## src/rtl/core/mmpt_pkg.sv

```systemverilog
package mmpt_pkg;

   typedef struct packed {
      logic [1:0]  opcode;
      logic [15:0] bus_address;
      logic [7:0]  write_byte;
      logic [7:0]  key_code;
   } req_type;

   typedef struct packed {
      logic       result_kind;
      logic [7:0] result_byte;
      logic       last_of_run;
   } rsp_type;

   typedef enum logic [3:0] {
      CMD_READ_LOW,
      CMD_READ_HIGH,
      CMD_READ_ROM,
      CMD_READ_KD,
      CMD_READ_KC,
      CMD_READ_DD,
      CMD_READ_DC,
      CMD_READ_ZERO,
      CMD_WRITE_LOW,
      CMD_WRITE_HIGH,
      CMD_WRITE_KD,
      CMD_WRITE_KC,
      CMD_WRITE_DC,
      CMD_DISPLAY,
      CMD_KEY,
      CMD_SPARE
   } cmd_kind_type;

   typedef struct packed {
      cmd_kind_type kind;
      logic [15:0]  address;
      logic [7:0]   data;
   } cmd_type;

   typedef struct packed {
      logic    valid;
      logic    pair;
      rsp_type first;
      rsp_type second;
   } rsp_write_type;

   localparam logic [1:0] OpRead  = 2'd0;
   localparam logic [1:0] OpWrite = 2'd1;
   localparam logic [1:0] OpKey   = 2'd2;

   localparam logic [3:0] PageLowRam  = 4'h0;
   localparam logic [3:0] PageHighRam = 4'hE;
   localparam logic [3:0] PageRom     = 4'hF;

   localparam logic [15:0] KbdDataAddr  = 16'hD010;
   localparam logic [15:0] KbdCtrlAddr  = 16'hD011;
   localparam logic [15:0] DispDataAddr = 16'hD012;
   localparam logic [15:0] DispCtrlAddr = 16'hD013;
   localparam logic [15:0] RomBase      = 16'hFF00;

   localparam logic [7:0] CharCr       = 8'h8D;
   localparam logic [7:0] CharRubout   = 8'hDF;
   localparam logic [7:0] CharLf       = 8'h0A;
   localparam logic [7:0] CharBs       = 8'h08;
   localparam logic [7:0] CharDel      = 8'h7F;
   localparam logic [7:0] CharUnder    = 8'h5F;
   localparam logic [7:0] OutCr        = 8'h0D;
   localparam logic [7:0] OutLf        = 8'h0A;
   localparam logic [7:0] OutBs        = 8'h08;
   localparam logic [7:0] Low7Mask     = 8'h7F;
   localparam logic [7:0] StrobeBit    = 8'h80;

   localparam logic KindRead = 1'b0;
   localparam logic KindTerm = 1'b1;

   localparam int RspQueueDepth = 4;
   localparam int RspCountWidth = $clog2(RspQueueDepth + 1);

   localparam logic [7:0] MonitorRom [256] = '{
      8'hD8,8'h58,8'hA0,8'h7F,8'h8C,8'h12,8'hD0,8'hA9,
      8'hA7,8'h8D,8'h11,8'hD0,8'h8D,8'h13,8'hD0,8'hC9,
      8'hDF,8'hF0,8'h13,8'hC9,8'h9B,8'hF0,8'h03,8'hC8,
      8'h10,8'h0F,8'hA9,8'hDC,8'h20,8'hEF,8'hFF,8'hA9,
      8'h8D,8'h20,8'hEF,8'hFF,8'hA0,8'h01,8'h88,8'h30,
      8'hF6,8'hAD,8'h11,8'hD0,8'h10,8'hFB,8'hAD,8'h10,
      8'hD0,8'h99,8'h00,8'h02,8'h20,8'hEF,8'hFF,8'hC9,
      8'h8D,8'hD0,8'hD4,8'hA0,8'hFF,8'hA9,8'h00,8'hAA,
      8'h0A,8'h85,8'h2B,8'hC8,8'hB9,8'h00,8'h02,8'hC9,
      8'h8D,8'hF0,8'hD4,8'hC9,8'hAE,8'h90,8'hF4,8'hF0,
      8'hF0,8'hC9,8'hBA,8'hF0,8'hEB,8'hC9,8'hD2,8'hF0,
      8'h3B,8'h86,8'h28,8'h86,8'h29,8'h84,8'h2A,8'hB9,
      8'h00,8'h02,8'h49,8'hB0,8'hC9,8'h0A,8'h90,8'h06,
      8'h69,8'h88,8'hC9,8'hFA,8'h90,8'h11,8'h0A,8'h0A,
      8'h0A,8'h0A,8'hA2,8'h04,8'h0A,8'h26,8'h28,8'h26,
      8'h29,8'hCA,8'hD0,8'hF8,8'hC8,8'hD0,8'hE0,8'hC4,
      8'h2A,8'hF0,8'h97,8'h24,8'h2B,8'h50,8'h10,8'hA5,
      8'h28,8'h81,8'h26,8'hE6,8'h26,8'hD0,8'hB5,8'hE6,
      8'h27,8'h4C,8'h44,8'hFF,8'h6C,8'h24,8'h00,8'h30,
      8'h2B,8'hA2,8'h02,8'hB5,8'h27,8'h95,8'h25,8'h95,
      8'h23,8'hCA,8'hD0,8'hF7,8'hD0,8'h14,8'hA9,8'h8D,
      8'h20,8'hEF,8'hFF,8'hA5,8'h25,8'h20,8'hDC,8'hFF,
      8'hA5,8'h24,8'h20,8'hDC,8'hFF,8'hA9,8'hBA,8'h20,
      8'hEF,8'hFF,8'hA9,8'hA0,8'h20,8'hEF,8'hFF,8'hA1,
      8'h24,8'h20,8'hDC,8'hFF,8'h86,8'h2B,8'hA5,8'h24,
      8'hC5,8'h28,8'hA5,8'h25,8'hE5,8'h29,8'hB0,8'hC1,
      8'hE6,8'h24,8'hD0,8'h02,8'hE6,8'h25,8'hA5,8'h24,
      8'h29,8'h07,8'h10,8'hC8,8'h48,8'h4A,8'h4A,8'h4A,
      8'h4A,8'h20,8'hE5,8'hFF,8'h68,8'h29,8'h0F,8'h09,
      8'hB0,8'hC9,8'hBA,8'h90,8'h02,8'h69,8'h06,8'h2C,
      8'h12,8'hD0,8'h30,8'hFB,8'h8D,8'h12,8'hD0,8'h60,
      8'h00,8'h00,8'h00,8'h0F,8'h00,8'hFF,8'h00,8'h00
   };

endpackage

```

## src/rtl/core/mmpt_rsp_queue.sv

```systemverilog
module mmpt_rsp_queue (
   input  logic                               clock,
   input  logic                               reset,
   input  mmpt_pkg::rsp_write_type            rsp_write,
   input  logic                               rsp_pop,
   output logic                               rsp_empty,
   output mmpt_pkg::rsp_type                  rsp_data,
   output logic [mmpt_pkg::RspCountWidth-1:0] rsp_count
);

   localparam int PtrW = $clog2(mmpt_pkg::RspQueueDepth);
   localparam int CntW = mmpt_pkg::RspCountWidth;

   mmpt_pkg::rsp_type entry_ff [mmpt_pkg::RspQueueDepth];
   logic [PtrW-1:0]   wr_ptr_ff, wr_ptr_in;
   logic [PtrW-1:0]   rd_ptr_ff, rd_ptr_in;
   logic [CntW-1:0]   count_ff, count_in;
   logic [PtrW-1:0]   wr_next;
   logic              pop_fire;
   logic [CntW-1:0]   push_n;

   assign rsp_empty = (count_ff == '0);
   assign rsp_data  = entry_ff[rd_ptr_ff];
   assign rsp_count = count_ff;
   assign pop_fire  = rsp_pop && !rsp_empty;
   assign wr_next   = wr_ptr_ff + PtrW'(1);
   assign push_n    = !rsp_write.valid ? CntW'(0) : (rsp_write.pair ? CntW'(2) : CntW'(1));

   assign wr_ptr_in = wr_ptr_ff + PtrW'(push_n);
   assign rd_ptr_in = rd_ptr_ff + PtrW'(pop_fire);
   assign count_in  = count_ff + push_n - CntW'(pop_fire);

   always_ff @(posedge clock) begin
      if (reset) begin
         wr_ptr_ff <= '0;
         rd_ptr_ff <= '0;
         count_ff  <= '0;
      end else begin
         wr_ptr_ff <= wr_ptr_in;
         rd_ptr_ff <= rd_ptr_in;
         count_ff  <= count_in;
      end
   end

   always_ff @(posedge clock) begin
      if (rsp_write.valid) begin
         entry_ff[wr_ptr_ff] <= rsp_write.first;
         if (rsp_write.pair) begin
            entry_ff[wr_next] <= rsp_write.second;
         end
      end
   end

endmodule

```

## config.mk

```make
export PLATFORM = sky130hd
export DESIGN_NAME = mmpt_rsp_queue
export DESIGN_NICKNAME = d
export VERILOG_FILES = /design/src/rtl/core/mmpt_pkg.sv /design/src/rtl/core/mmpt_rsp_queue.sv
export SDC_FILE = /design/constraint.sdc
export NUM_CORES = 1
export LEC_CHECK = 0
export BUFFER_PORTS_ARGS = -buffer_cell sky130_fd_sc_hd__buf_2
export CORE_MARGIN = 2
export CORE_UTILIZATION = 50
export DETAILED_ROUTE_END_ITERATION = 10
export GPL_ROUTABILITY_DRIVEN = 0
export HOLD_SLACK_MARGIN = 0.02
export PLACE_DENSITY_LB_ADDON = 0.15
export SLEW_MARGIN = 40
export SYNTH_ARGS = -nofsm -noshare
export SYNTH_HDL_FRONTEND = slang
export SYNTH_SLANG_ARGS = --single-unit
```

## constraint.sdc

```tcl
create_clock -name clock -period 1.95 [get_ports clock]
set_input_delay 0.2925 -clock clock [delete_from_list [all_inputs] [get_ports clock]]
set_output_delay 0.2925 -clock clock [all_outputs]
set_load 0.01 [all_outputs]
```

==> impl_metrics.py <==
metrics = {
    "cts": {
        "tritoncts": "built",
        "clkLatencyLatePin_ns": 0.29,
        "number_of_buffers_on_the_longest_clock_path": 2,
        "h-tree-depth": 2,
        "tritoncts.num_buffers": 5,
        "cts_hold_repair.buffers": 0,
        "clock-root-buffer": "sky130_fd_sc_hd__clkbuf_8",
        "path_clk_slew_ns": 0.08,
        "cts.sinks": 47,
    },
    "global_routing": {
        "grt_antenna_before_repair": 0,
        "grt_start_max_net_pins": 15,
        "grt.overflow.total": 0,
        "first_global_vias": 1517,
        "wire_length_of_the_first_global_routing_pass_um": 7721,
        "grt.total_usage": 0.2019,
    },
    "sta": {
        "timing.final.crit_period_ns": 1.877,
        "tns_ns": 0,
        "tightest_slew_ns": 0.3882,
        "hold_viol": 0,
        "final.setup.worst_slack_ns": 0.07269,
        "fin_skew_ns": 0.005279,
        "slew_viol_final": 0,
        "timing.max_slew.rel_slack": 0.7379,
        "crit_share_post_route": 0.9627,
        "setup_violations": 0,
        "achievable-frequency_mhz": 532.7,
        "grt_setup_unrepaired": "true",
    },
    "synth": {
        "ys.warnings.count": 0,
        "synth-seq-cells": 47,
        "synthCells": 146,
        "synth.lib_cells_used.distinct": 31,
        "post_synthesis_cell_area_um2": 2384,
        "ys_seq_area_frac": 0.5627,
        "synth_area_per_cell_um2": 16.33,
        "synthesis.nets": 175,
    },
    "drt": {
        "drcViolationCount": 0,
        "routed_wl_um": 4846,
        "routed_wire_length_per_instance_um": 19.00,
        "dr_total_vias": 1423,
        "drt_pre_antenna_iters": 4,
        "drt_iter0_drc": 74,
        "detail-route-antenna-nets": 0,
        "vias_per_cell": 5.580,
    },
    "layout": {
        "fin_util": 0.6158,
        "finalInstanceArea_um2": 2870,
        "sequential_cell_area_um2": 1345,
        "most-common-layout-cells": "sky130_fd_sc_hd__mux2_2, sky130_fd_sc_hd__edfxtp_1, sky130_fd_sc_hd__buf_2",
        "layout-drive-gt1-share": 0.6020,
        "final_cells": 255,
        "area_growth_pct": 20.42,
        "fillers": 397,
        "diodes": 0,
        "design.final.nets": 229,
        "multi_input_comb_area_um2": 1011,
    },
    "placed_design": {
        "dpl-instance-area_um2": 2733,
        "dp_hpwl_um": 3353,
        "dp_slack_ns": -0.05286,
        "io_buffer_count": 38,
        "number_of_instances_in_the_placed_design": 246,
    },
    "critical_path": {
        "critPathLaunchType": "flop",
        "critPathTopFamily": "adder cells",
        "critical_path_required_ns": 2.16,
        "endpoint_kind": "flop",
        "worst_path_max_delay_cell": "sky130_fd_sc_hd__dfxtp_4",
        "criticalPathCategory": "flop to flop",
        "crit_path_cell_trace": "o31ai_4, or2_4, nand2_1, ha_1, fa_2, xor2_1, and2_1, nor3_2",
        "worst-r2r-cell-count": 8,
        "critical_path_cell_count": 8,
        "worstPathBufferInverterCount": 0,
        "crit_fanout": 5,
        "slowest_delay_ns": 0.37,
        "arrival_time_reported_for_the_critical_path_endpoint_ns": 2.09,
    },
    "status": {
        "status": "completed",
    },
    "floorplanning": {
        "die_h_um": 73.05,
        "io_pins": 39,
        "fp.dieArea_um2": 5336,
        "design.core.area_um2": 4661,
        "initial_core_util": 0.5114,
        "dieWidth_um": 73.05,
        "std_cell_rows": 25,
    },
    "pwr": {
        "power_leakage_nw": 1.067,
        "peakVddDrop_mv": 0.6851,
        "p_per_area_nw_per_um2": 994.5,
    },
    "worst_hold_path": {
        "hold-path-cell-count": 2,
        "min_path_type": "input port to flop",
    },
    "run": {
        "drv.max_cap_violation_count": 0,
    },
}
==> through the flow <==
step	power, mW	hold WS (ns)
2_1_floorplan	1.822	0.3641
3_3_place_gp	2.121	0.5542
3_5_place_dp	2.157	0.5655
4_1_cts	2.880	0.2570
5_1_grt	3.011	0.2847
6_report	2.854	0.2669
==> logic make-up after synthesis <==
group,count (synthesis),synth area share
mux,50,0.2835
flops,47,0.5627
simple gates,26,0.07507
buf+inv,9,0.02309
compound gates,5,0.01312
xor+xnor,5,0.01838
fa+ha+maj,4,0.02415
==> worst register-to-register path, delay by kind of cell, from the launching register on <==
family | cells | cell delay (ns)
adder cells (fa/ha/maj) | 2 | 0.53
AO/OA/AOI/OAI | 1 | 0.26
XOR/XNOR | 1 | 0.18
AND/OR/NAND/NOR | 4 | 0.47
flip-flops | 1 | 0.37
==> report_power, final <==
group	leakage, nW	internal [mW]	switching [mW]
clock network	0.0556	0.375	0.308
logic	0.581	0.477	0.412
registers	0.430	1.20	0.0776
==> registers in the layout, summed over array words and instances, names as in the netlist <==
register / flops
rd_ptr_ff: 2
rsp_count: 3
entry_ff: 40
wr_ptr_ff: 2
==> synth_stat cells <==
cell type                  instances  area, µm²
sky130_fd_sc_hd__o21ai_0           2      10.01
sky130_fd_sc_hd__inv_1             3      11.26
sky130_fd_sc_hd__o31ai_1           1      7.510
sky130_fd_sc_hd__xor2_1            3      26.28
sky130_fd_sc_hd__nor3_4            1      16.27
sky130_fd_sc_hd__buf_2             1      5.000
sky130_fd_sc_hd__nor2b_2           1      8.760
sky130_fd_sc_hd__dfxtp_1           7      140.1
sky130_fd_sc_hd__nor3_1            2      10.01
sky130_fd_sc_hd__ha_1              3      37.54
sky130_fd_sc_hd__fa_1              1      20.02
sky130_fd_sc_hd__nand2_4           1      11.26
sky130_fd_sc_hd__o311ai_0          1      8.760
sky130_fd_sc_hd__xnor2_1           2      17.52
sky130_fd_sc_hd__and2_1            2      12.51
sky130_fd_sc_hd__edfxtp_1         40       1201
sky130_fd_sc_hd__nand3_1           1      5.000
sky130_fd_sc_hd__nand4_2           1      12.51
sky130_fd_sc_hd__or2_2             1      6.260
sky130_fd_sc_hd__nand3_4           1      17.52
sky130_fd_sc_hd__a21oi_1           1      5.000
sky130_fd_sc_hd__clkbuf_2          1      5.000
sky130_fd_sc_hd__nand3_2           1      10.01
sky130_fd_sc_hd__mux2_2           40      450.4
sky130_fd_sc_hd__buf_4             3      22.52
sky130_fd_sc_hd__nor2_1            6      22.52
sky130_fd_sc_hd__nand2_1           2      7.510
sky130_fd_sc_hd__mux4_2           10      225.2
sky130_fd_sc_hd__nor2b_1           5      31.28
sky130_fd_sc_hd__buf_6             1      11.26
sky130_fd_sc_hd__and2b_1           1      7.510
==> layout make-up <==
class                   count  area share
well taps                  54     0.02354
multi-input cells          90      0.3522
repair buffers             53      0.1142
inverters                   3    0.003923
clock buffers               5     0.02398
flip-flops and latches     47      0.4686
clock inverters             3     0.01351
==> path summary, 6_finish.rpt <==
path | slack (ns) | endpoint | start
hold reg to reg | 0.64 | rd_ptr_ff[1]$_SDFF_PP0_ | rd_ptr_ff[1]$_SDFF_PP0_
hold / removal | 0.27 | rsp_count[1]$_SDFF_PP0_ | reset
setup reg to reg | 0.07 | rsp_count[2]$_SDFF_PP0_ | rsp_count[1]$_SDFF_PP0_
setup / recovery | 0.07 | rsp_count[2]$_SDFF_PP0_ | rsp_count[1]$_SDFF_PP0_
==> metal layers <==
| layer | global-route usage | wire, µm | vias up |
|---|---|---|---|
| met3 | 0.03039 | 121 | 4 |
| met2 | 0.3874 | 2783 | 27 |
| li1 | - | - | 684 |
| met1 | 0.2239 | 1892 | 708 |
| met5 | 0 | 0 | - |
| met4 | 0.06790 | 48 | 0 |
==> what timing repair did <==
action | in CTS | in global routing
hold endpoints to repair | 0 | 0
buffers inserted | 1 | 0
pin swaps | 2 | 4
setup endpoints to repair | 1 | 1
resized for setup | 5 | 1
Note: power is estimated with default switching activity, not from simulation.
