[src/rtl/core/mmpt_pkg.sv]
package mmpt_pkg;

   typedef struct packed {
      logic [1:0]  opcode;
      logic [15:0] bus_address;
      logic [7:0]  write_byte;
      logic [7:0]  key_code;
   } req_type;

   typedef struct packed {
      logic       result_kind;
      logic [7:0] result_byte;
      logic       last_of_run;
   } rsp_type;

   typedef enum logic [3:0] {
      CMD_READ_LOW,
      CMD_READ_HIGH,
      CMD_READ_ROM,
      CMD_READ_KD,
      CMD_READ_KC,
      CMD_READ_DD,
      CMD_READ_DC,
      CMD_READ_ZERO,
      CMD_WRITE_LOW,
      CMD_WRITE_HIGH,
      CMD_WRITE_KD,
      CMD_WRITE_KC,
      CMD_WRITE_DC,
      CMD_DISPLAY,
      CMD_KEY,
      CMD_SPARE
   } cmd_kind_type;

   typedef struct packed {
      cmd_kind_type kind;
      logic [15:0]  address;
      logic [7:0]   data;
   } cmd_type;

   typedef struct packed {
      logic    valid;
      logic    pair;
      rsp_type first;
      rsp_type second;
   } rsp_write_type;

   localparam logic [1:0] OpRead  = 2'd0;
   localparam logic [1:0] OpWrite = 2'd1;
   localparam logic [1:0] OpKey   = 2'd2;

   localparam logic [3:0] PageLowRam  = 4'h0;
   localparam logic [3:0] PageHighRam = 4'hE;
   localparam logic [3:0] PageRom     = 4'hF;

   localparam logic [15:0] KbdDataAddr  = 16'hD010;
   localparam logic [15:0] KbdCtrlAddr  = 16'hD011;
   localparam logic [15:0] DispDataAddr = 16'hD012;
   localparam logic [15:0] DispCtrlAddr = 16'hD013;
   localparam logic [15:0] RomBase      = 16'hFF00;

   localparam logic [7:0] CharCr       = 8'h8D;
   localparam logic [7:0] CharRubout   = 8'hDF;
   localparam logic [7:0] CharLf       = 8'h0A;
   localparam logic [7:0] CharBs       = 8'h08;
   localparam logic [7:0] CharDel      = 8'h7F;
   localparam logic [7:0] CharUnder    = 8'h5F;
   localparam logic [7:0] OutCr        = 8'h0D;
   localparam logic [7:0] OutLf        = 8'h0A;
   localparam logic [7:0] OutBs        = 8'h08;
   localparam logic [7:0] Low7Mask     = 8'h7F;
   localparam logic [7:0] StrobeBit    = 8'h80;

   localparam logic KindRead = 1'b0;
   localparam logic KindTerm = 1'b1;

   localparam int RspQueueDepth = 4;
   localparam int RspCountWidth = $clog2(RspQueueDepth + 1);

   localparam logic [7:0] MonitorRom [256] = '{
      8'hD8,8'h58,8'hA0,8'h7F,8'h8C,8'h12,8'hD0,8'hA9,
      8'hA7,8'h8D,8'h11,8'hD0,8'h8D,8'h13,8'hD0,8'hC9,
      8'hDF,8'hF0,8'h13,8'hC9,8'h9B,8'hF0,8'h03,8'hC8,
      8'h10,8'h0F,8'hA9,8'hDC,8'h20,8'hEF,8'hFF,8'hA9,
      8'h8D,8'h20,8'hEF,8'hFF,8'hA0,8'h01,8'h88,8'h30,
      8'hF6,8'hAD,8'h11,8'hD0,8'h10,8'hFB,8'hAD,8'h10,
      8'hD0,8'h99,8'h00,8'h02,8'h20,8'hEF,8'hFF,8'hC9,
      8'h8D,8'hD0,8'hD4,8'hA0,8'hFF,8'hA9,8'h00,8'hAA,
      8'h0A,8'h85,8'h2B,8'hC8,8'hB9,8'h00,8'h02,8'hC9,
      8'h8D,8'hF0,8'hD4,8'hC9,8'hAE,8'h90,8'hF4,8'hF0,
      8'hF0,8'hC9,8'hBA,8'hF0,8'hEB,8'hC9,8'hD2,8'hF0,
      8'h3B,8'h86,8'h28,8'h86,8'h29,8'h84,8'h2A,8'hB9,
      8'h00,8'h02,8'h49,8'hB0,8'hC9,8'h0A,8'h90,8'h06,
      8'h69,8'h88,8'hC9,8'hFA,8'h90,8'h11,8'h0A,8'h0A,
      8'h0A,8'h0A,8'hA2,8'h04,8'h0A,8'h26,8'h28,8'h26,
      8'h29,8'hCA,8'hD0,8'hF8,8'hC8,8'hD0,8'hE0,8'hC4,
      8'h2A,8'hF0,8'h97,8'h24,8'h2B,8'h50,8'h10,8'hA5,
      8'h28,8'h81,8'h26,8'hE6,8'h26,8'hD0,8'hB5,8'hE6,
      8'h27,8'h4C,8'h44,8'hFF,8'h6C,8'h24,8'h00,8'h30,
      8'h2B,8'hA2,8'h02,8'hB5,8'h27,8'h95,8'h25,8'h95,
      8'h23,8'hCA,8'hD0,8'hF7,8'hD0,8'h14,8'hA9,8'h8D,
      8'h20,8'hEF,8'hFF,8'hA5,8'h25,8'h20,8'hDC,8'hFF,
      8'hA5,8'h24,8'h20,8'hDC,8'hFF,8'hA9,8'hBA,8'h20,
      8'hEF,8'hFF,8'hA9,8'hA0,8'h20,8'hEF,8'hFF,8'hA1,
      8'h24,8'h20,8'hDC,8'hFF,8'h86,8'h2B,8'hA5,8'h24,
      8'hC5,8'h28,8'hA5,8'h25,8'hE5,8'h29,8'hB0,8'hC1,
      8'hE6,8'h24,8'hD0,8'h02,8'hE6,8'h25,8'hA5,8'h24,
      8'h29,8'h07,8'h10,8'hC8,8'h48,8'h4A,8'h4A,8'h4A,
      8'h4A,8'h20,8'hE5,8'hFF,8'h68,8'h29,8'h0F,8'h09,
      8'hB0,8'hC9,8'hBA,8'h90,8'h02,8'h69,8'h06,8'h2C,
      8'h12,8'hD0,8'h30,8'hFB,8'h8D,8'h12,8'hD0,8'h60,
      8'h00,8'h00,8'h00,8'h0F,8'h00,8'hFF,8'h00,8'h00
   };

endpackage

[src/rtl/core/mmpt_front.sv]
module mmpt_front (
   input  logic             clock,
   input  logic             reset,
   input  logic             req_push,
   output logic             req_full,
   input  mmpt_pkg::req_type req_data,
   output logic             cmd_valid,
   output mmpt_pkg::cmd_type cmd,
   input  logic             cmd_pop
);

   mmpt_pkg::cmd_type entry_ff [2];
   logic              wr_ptr_ff, wr_ptr_in;
   logic              rd_ptr_ff, rd_ptr_in;
   logic [1:0]        count_ff, count_in;

   mmpt_pkg::cmd_type dec;
   logic              enq;
   logic              push_fire;
   logic              pop_fire;
   logic [3:0]        page;
   logic [7:0]        key_mapped;

   assign page = req_data.bus_address[15:12];

   // classify the transfer into a back-end command; unmapped writes, line-feed keys and spare opcodes are dropped
   always_comb begin
      dec.kind    = mmpt_pkg::CMD_READ_ZERO;
      dec.address = req_data.bus_address;
      dec.data    = req_data.write_byte;
      enq         = 1'b0;
      key_mapped  = req_data.key_code;
      unique case (req_data.opcode)
         mmpt_pkg::OpRead: begin
            enq = 1'b1;
            priority if (page == mmpt_pkg::PageLowRam) begin
               dec.kind = mmpt_pkg::CMD_READ_LOW;
            end else if (page == mmpt_pkg::PageHighRam) begin
               dec.kind = mmpt_pkg::CMD_READ_HIGH;
            end else if (page == mmpt_pkg::PageRom) begin
               dec.kind = mmpt_pkg::CMD_READ_ROM;
            end else if (req_data.bus_address == mmpt_pkg::KbdDataAddr) begin
               dec.kind = mmpt_pkg::CMD_READ_KD;
            end else if (req_data.bus_address == mmpt_pkg::KbdCtrlAddr) begin
               dec.kind = mmpt_pkg::CMD_READ_KC;
            end else if (req_data.bus_address == mmpt_pkg::DispDataAddr) begin
               dec.kind = mmpt_pkg::CMD_READ_DD;
            end else if (req_data.bus_address == mmpt_pkg::DispCtrlAddr) begin
               dec.kind = mmpt_pkg::CMD_READ_DC;
            end else begin
               dec.kind = mmpt_pkg::CMD_READ_ZERO;
            end
         end
         mmpt_pkg::OpWrite: begin
            enq = 1'b1;
            priority if (page == mmpt_pkg::PageLowRam) begin
               dec.kind = mmpt_pkg::CMD_WRITE_LOW;
            end else if (page == mmpt_pkg::PageHighRam) begin
               dec.kind = mmpt_pkg::CMD_WRITE_HIGH;
            end else if (req_data.bus_address == mmpt_pkg::KbdDataAddr) begin
               dec.kind = mmpt_pkg::CMD_WRITE_KD;
            end else if (req_data.bus_address == mmpt_pkg::KbdCtrlAddr) begin
               dec.kind = mmpt_pkg::CMD_WRITE_KC;
            end else if (req_data.bus_address == mmpt_pkg::DispDataAddr) begin
               dec.kind = mmpt_pkg::CMD_DISPLAY;
            end else if (req_data.bus_address == mmpt_pkg::DispCtrlAddr) begin
               dec.kind = mmpt_pkg::CMD_WRITE_DC;
            end else begin
               enq = 1'b0;
            end
         end
         mmpt_pkg::OpKey: begin
            if (req_data.key_code == mmpt_pkg::CharBs ||
                req_data.key_code == mmpt_pkg::CharDel) begin
               key_mapped = mmpt_pkg::CharUnder;
            end
            dec.kind = mmpt_pkg::CMD_KEY;
            dec.data = key_mapped | mmpt_pkg::StrobeBit;
            enq      = (req_data.key_code != mmpt_pkg::CharLf);
         end
         default: begin
            enq = 1'b0;
         end
      endcase
   end

   assign req_full  = (count_ff == 2'd2);
   assign push_fire = req_push && !req_full && enq;
   assign pop_fire  = cmd_pop && cmd_valid;
   assign cmd_valid = (count_ff != 2'd0);
   assign cmd       = entry_ff[rd_ptr_ff];

   assign wr_ptr_in = push_fire ? !wr_ptr_ff : wr_ptr_ff;
   assign rd_ptr_in = pop_fire ? !rd_ptr_ff : rd_ptr_ff;
   assign count_in  = count_ff + 2'(push_fire) - 2'(pop_fire);

   always_ff @(posedge clock) begin
      if (reset) begin
         wr_ptr_ff <= 1'b0;
         rd_ptr_ff <= 1'b0;
         count_ff  <= 2'd0;
      end else begin
         wr_ptr_ff <= wr_ptr_in;
         rd_ptr_ff <= rd_ptr_in;
         count_ff  <= count_in;
      end
   end

   always_ff @(posedge clock) begin
      if (push_fire) begin
         entry_ff[wr_ptr_ff] <= dec;
      end
   end

endmodule

[config.mk]
export PLATFORM = sky130hd
export DESIGN_NAME = mmpt_front
export DESIGN_NICKNAME = d
export VERILOG_FILES = /design/src/rtl/core/mmpt_pkg.sv /design/src/rtl/core/mmpt_front.sv
export SDC_FILE = /design/constraint.sdc
export NUM_CORES = 1
export LEC_CHECK = 0
export BUFFER_PORTS_ARGS = -buffer_cell sky130_fd_sc_hd__buf_2
export CAP_MARGIN = 20
export CORE_MARGIN = 10
export CORE_UTILIZATION = 45
export CTS_BUF_LIST = sky130_fd_sc_hd__clkbuf_16
export CTS_CLUSTER_DIAMETER = 100
export DETAILED_ROUTE_END_ITERATION = 6
export PLACE_DENSITY_LB_ADDON = 0.12
export RECOVER_POWER = 50
export SYNTH_ARGS = -nofsm -noshare
export SYNTH_HDL_FRONTEND = slang
export SYNTH_SLANG_ARGS = --single-unit
export TNS_END_PERCENT = 100
[constraint.sdc]
create_clock -name clock -period 3.7 [get_ports clock]
set_input_delay 0.74 -clock clock [delete_from_list [all_inputs] [get_ports clock]]
set_output_delay 0.74 -clock clock [all_outputs]
set_load 0.005 [all_outputs]
==> results by group <==
Final layout
  • Syn-to-layout area delta: 27.52%
  • Register area: 1782 um2
  • Layout cells sized above 1: 39.38%
  • Antenna Cells: 0
  • Number of fill cells: 471
  • Multi-input logic area: 837.1 um2
  • Finished Layout Cells: 331
  • NumNets Final: slightly below 300

Yosys
  • Dominant cell type by area after synthesis: edfxtp_1
  • Asr flop ratio synth: 0%
  • Top-count cell post-synth: edfxtp_1
  • Commonest cells in the netlist: 56 x edfxtp_1, 28 x mux2_2, 11 x nor2_1
  • EDFF count, synth: 56
  • Post-synthesis cell count: between 150 and 200
  • Syn avg cell area: 15.17 um2
  • Synth Warn #: 0
  • Seq cells post-synth: ~60
  • Prevailing post-synth register cell: edfxtp_1
  • Synth top area cells: edfxtp_1 63%, mux2_2 12%, dfxtp_1 3.8%
  • Area of the mapped netlist: 2655 um2
  • Synth unique cells: 43
  • Mapped Nets: 215
  • Share of the synthesized area in the top cell type: 63.34%
  • Sequential fraction of the synthesis area: 67.11%

Drt
  • Routed vias: 1713
  • Post-DRT Antenna Nets: 0
  • WL/cell: 16.94 um
  • DR vias/cell: 5.175
  • Drt drc: 0
  • Routed Wire Length: 5607 um
  • Drt initial violations: 95
  • DR pass1 iterations: 4

Critical path
  • Req. time, crit path: 2.96 ns
  • Critical path data arrival time: 1.99 ns
  • Startpoint types: flip-flop
  • Setup Crit Path Kind: flip-flop to output port
  • Endpoint class of the critical path: output port
  • Worst-path fanout max: 15

STA
  • Skew final: 0.005488 ns
  • Worst slew margin: 47.91%
  • Setup violations, final: 0
  • Setup_tns: 0 ns
  • Worst-margin pin slew: 0.7814 ns
  • Max Slew Vio Count: 0
  • RSZ-0062 raised after global routing: false
  • FMAX: 0.3667 GHz
  • Final Hold Violating Endpoints: 0
  • Tcrit/Tclk final: 73.69%
  • Post-layout min period: 2.727 ns

Power and ir drop
  • LEAKAGE: 1.239 nW
  • Maximum vdd ir drop: approximately 370 uV
  • Power Density: 626.3 nW/um2

Global route
  • First-pass GRT wire length: 9121 um
  • Largest net degree at the start of global routing: 17
  • Initial antenna violation count: 0
  • Global route overflow: 0
  • Vias in the first global route: 1722
  • Tot GR Track Use: about an eighth

Run
  • Max-Cap Viols: 0

Floorplan
  • Rows: 27
  • Area of the core: 5608 um2
  • DIE WIDTH: 96.81 um
  • Die height: 96.81 um
  • Initial Utilization: 47.34%
  • Die area: 9372 um2
  • # IOs: 68

Clocking
  • Post-CTS setup buffers: 0
  • Worst-path clk slew: roughly 0.05 ns
  • CTS buffer count: 9
  • CTS Sinks: slightly above 60
  • Post-CTS sizing: 0
  • Maximum clock path buffer count: 2
  • Worst skew pair latency: 0.32 ns
  • Clock Root Buffer: clkbuf_16
  • CTS tree: built
  • CTS Hold Bufs: 0
  • CTS H-tree lvls: 3

Placement
  • Final HPWL DP: 4134 um
  • Port Buffer Count: 67
  • Gpl congestion: about 0.79
  • Placed cells: 315

Outcome
  • Status: finished, final reports clean

Min path
  • Worst hold path type: flip-flop to flip-flop
## stage by stage
stage / hold slack (ns) / total power (W) / worst slack [ns] / utilization, % / cell area [um2]
final: 0.5150 / 0.002120 / 0.9733 / 60.37 / 3386
after global routing: 0.5495 / 0.002220 / 0.7107 / 60.37 / 3386
after CTS: 0.5216 / 0.002155 / 0.9100 / 61.02 / 3422
after detailed placement: 0.5105 / 0.001288 / 0.7761 / 55.40 / 3107
after global placement: 0.4982 / 0.001286 / 0.8151 / 55.40 / 3107
after floorplan: 0.4811 / 0.001109 / 0.5552 / - / 2655
## logic make-up (layout without fill, tap and decap cells)
family / Yosys count / in the layout / share of synthesized area [%]
flops: 61 / 61 / 67.11
compound gates: 22 / 22 / 6.174
fa+ha+maj: 2 / 2 / 0.9424
simple gates: 49 / 49 / 11.26
mux: 28 / 28 / 11.88
buf+inv: 9 / 93 / 1.319
xor+xnor: 4 / 4 / 1.320
## state kept, by name, indices dropped and copies added (netlist names), named ones only
| signal | cells |
|---|---|
| entry_ff | 56 |
| rd_ptr_ff | 1 |
| wr_ptr_ff | 1 |
| count_ff | 2 |
## path summary, 6_finish.rpt
kind	startpoint	to	slack, ns	cells after the start
worst min register to register	rd_ptr_ff	flip-flop	0.52	2
worst min-delay path	rd_ptr_ff	flip-flop	0.52	2
worst max-delay path	flip-flop	cmd[27]	0.97	3
worst max register to register	count_ff[0]	entry_ff[1][3]	1.73	5
## layout make-up
cell class,instances,area share (%)
clock inverters,7,2.661
inverters,5,0.5543
well taps,72,2.661
clock buffers,9,6.652
flip-flops and latches,61,52.62
repair buffers,72,10.13
multi-input cells,105,24.72
## cells in the final DEF (no fill, tap or decap), types with 2 or more instances in the layout
cell type,n
nand2b_1,3
o31ai_1,3
clkinv_2,2
nor4_1,2
a21oi_1,3
buf_4,4
bufinv_16,2
ha_1,2
or4_1,2
clkbuf_1,22
o22a_1,4
clkbuf_16,9
nor2b_1,2
edfxtp_1,56
inv_1,5
buf_2,46
o21ai_0,4
nor2_1,10
dfxtp_1,5
nor3_1,3
nand2_1,10
nand3_1,2
nand4b_1,2
mux2_2,28
xnor2_1,3
## worst max-delay path: stages (launching register included)
cell and delay [ns]:
dfxtp_1 0.79, buf_4 0.36, mux2_2 0.38, buf_2 0.13
## routing by layer
metal	vias up	GRT usage (%)	wire [um]
li1	849	-	-
met1	810	14.35	2482
met2	44	18.66	2716
met3	10	4.258	304
met4	0	6.877	104
met5	-	0	0
## report_power, final
| group | internal (W) | switching (W) | leakage [nW] |
|---|---|---|---|
| clock network | 0.000584 | 0.000278 | 0.153 |
| registers | 0.000828 | 0.0000412 | 0.550 |
| logic | 0.000205 | 0.000184 | 0.536 |
(Power assumes the default switching activity.)
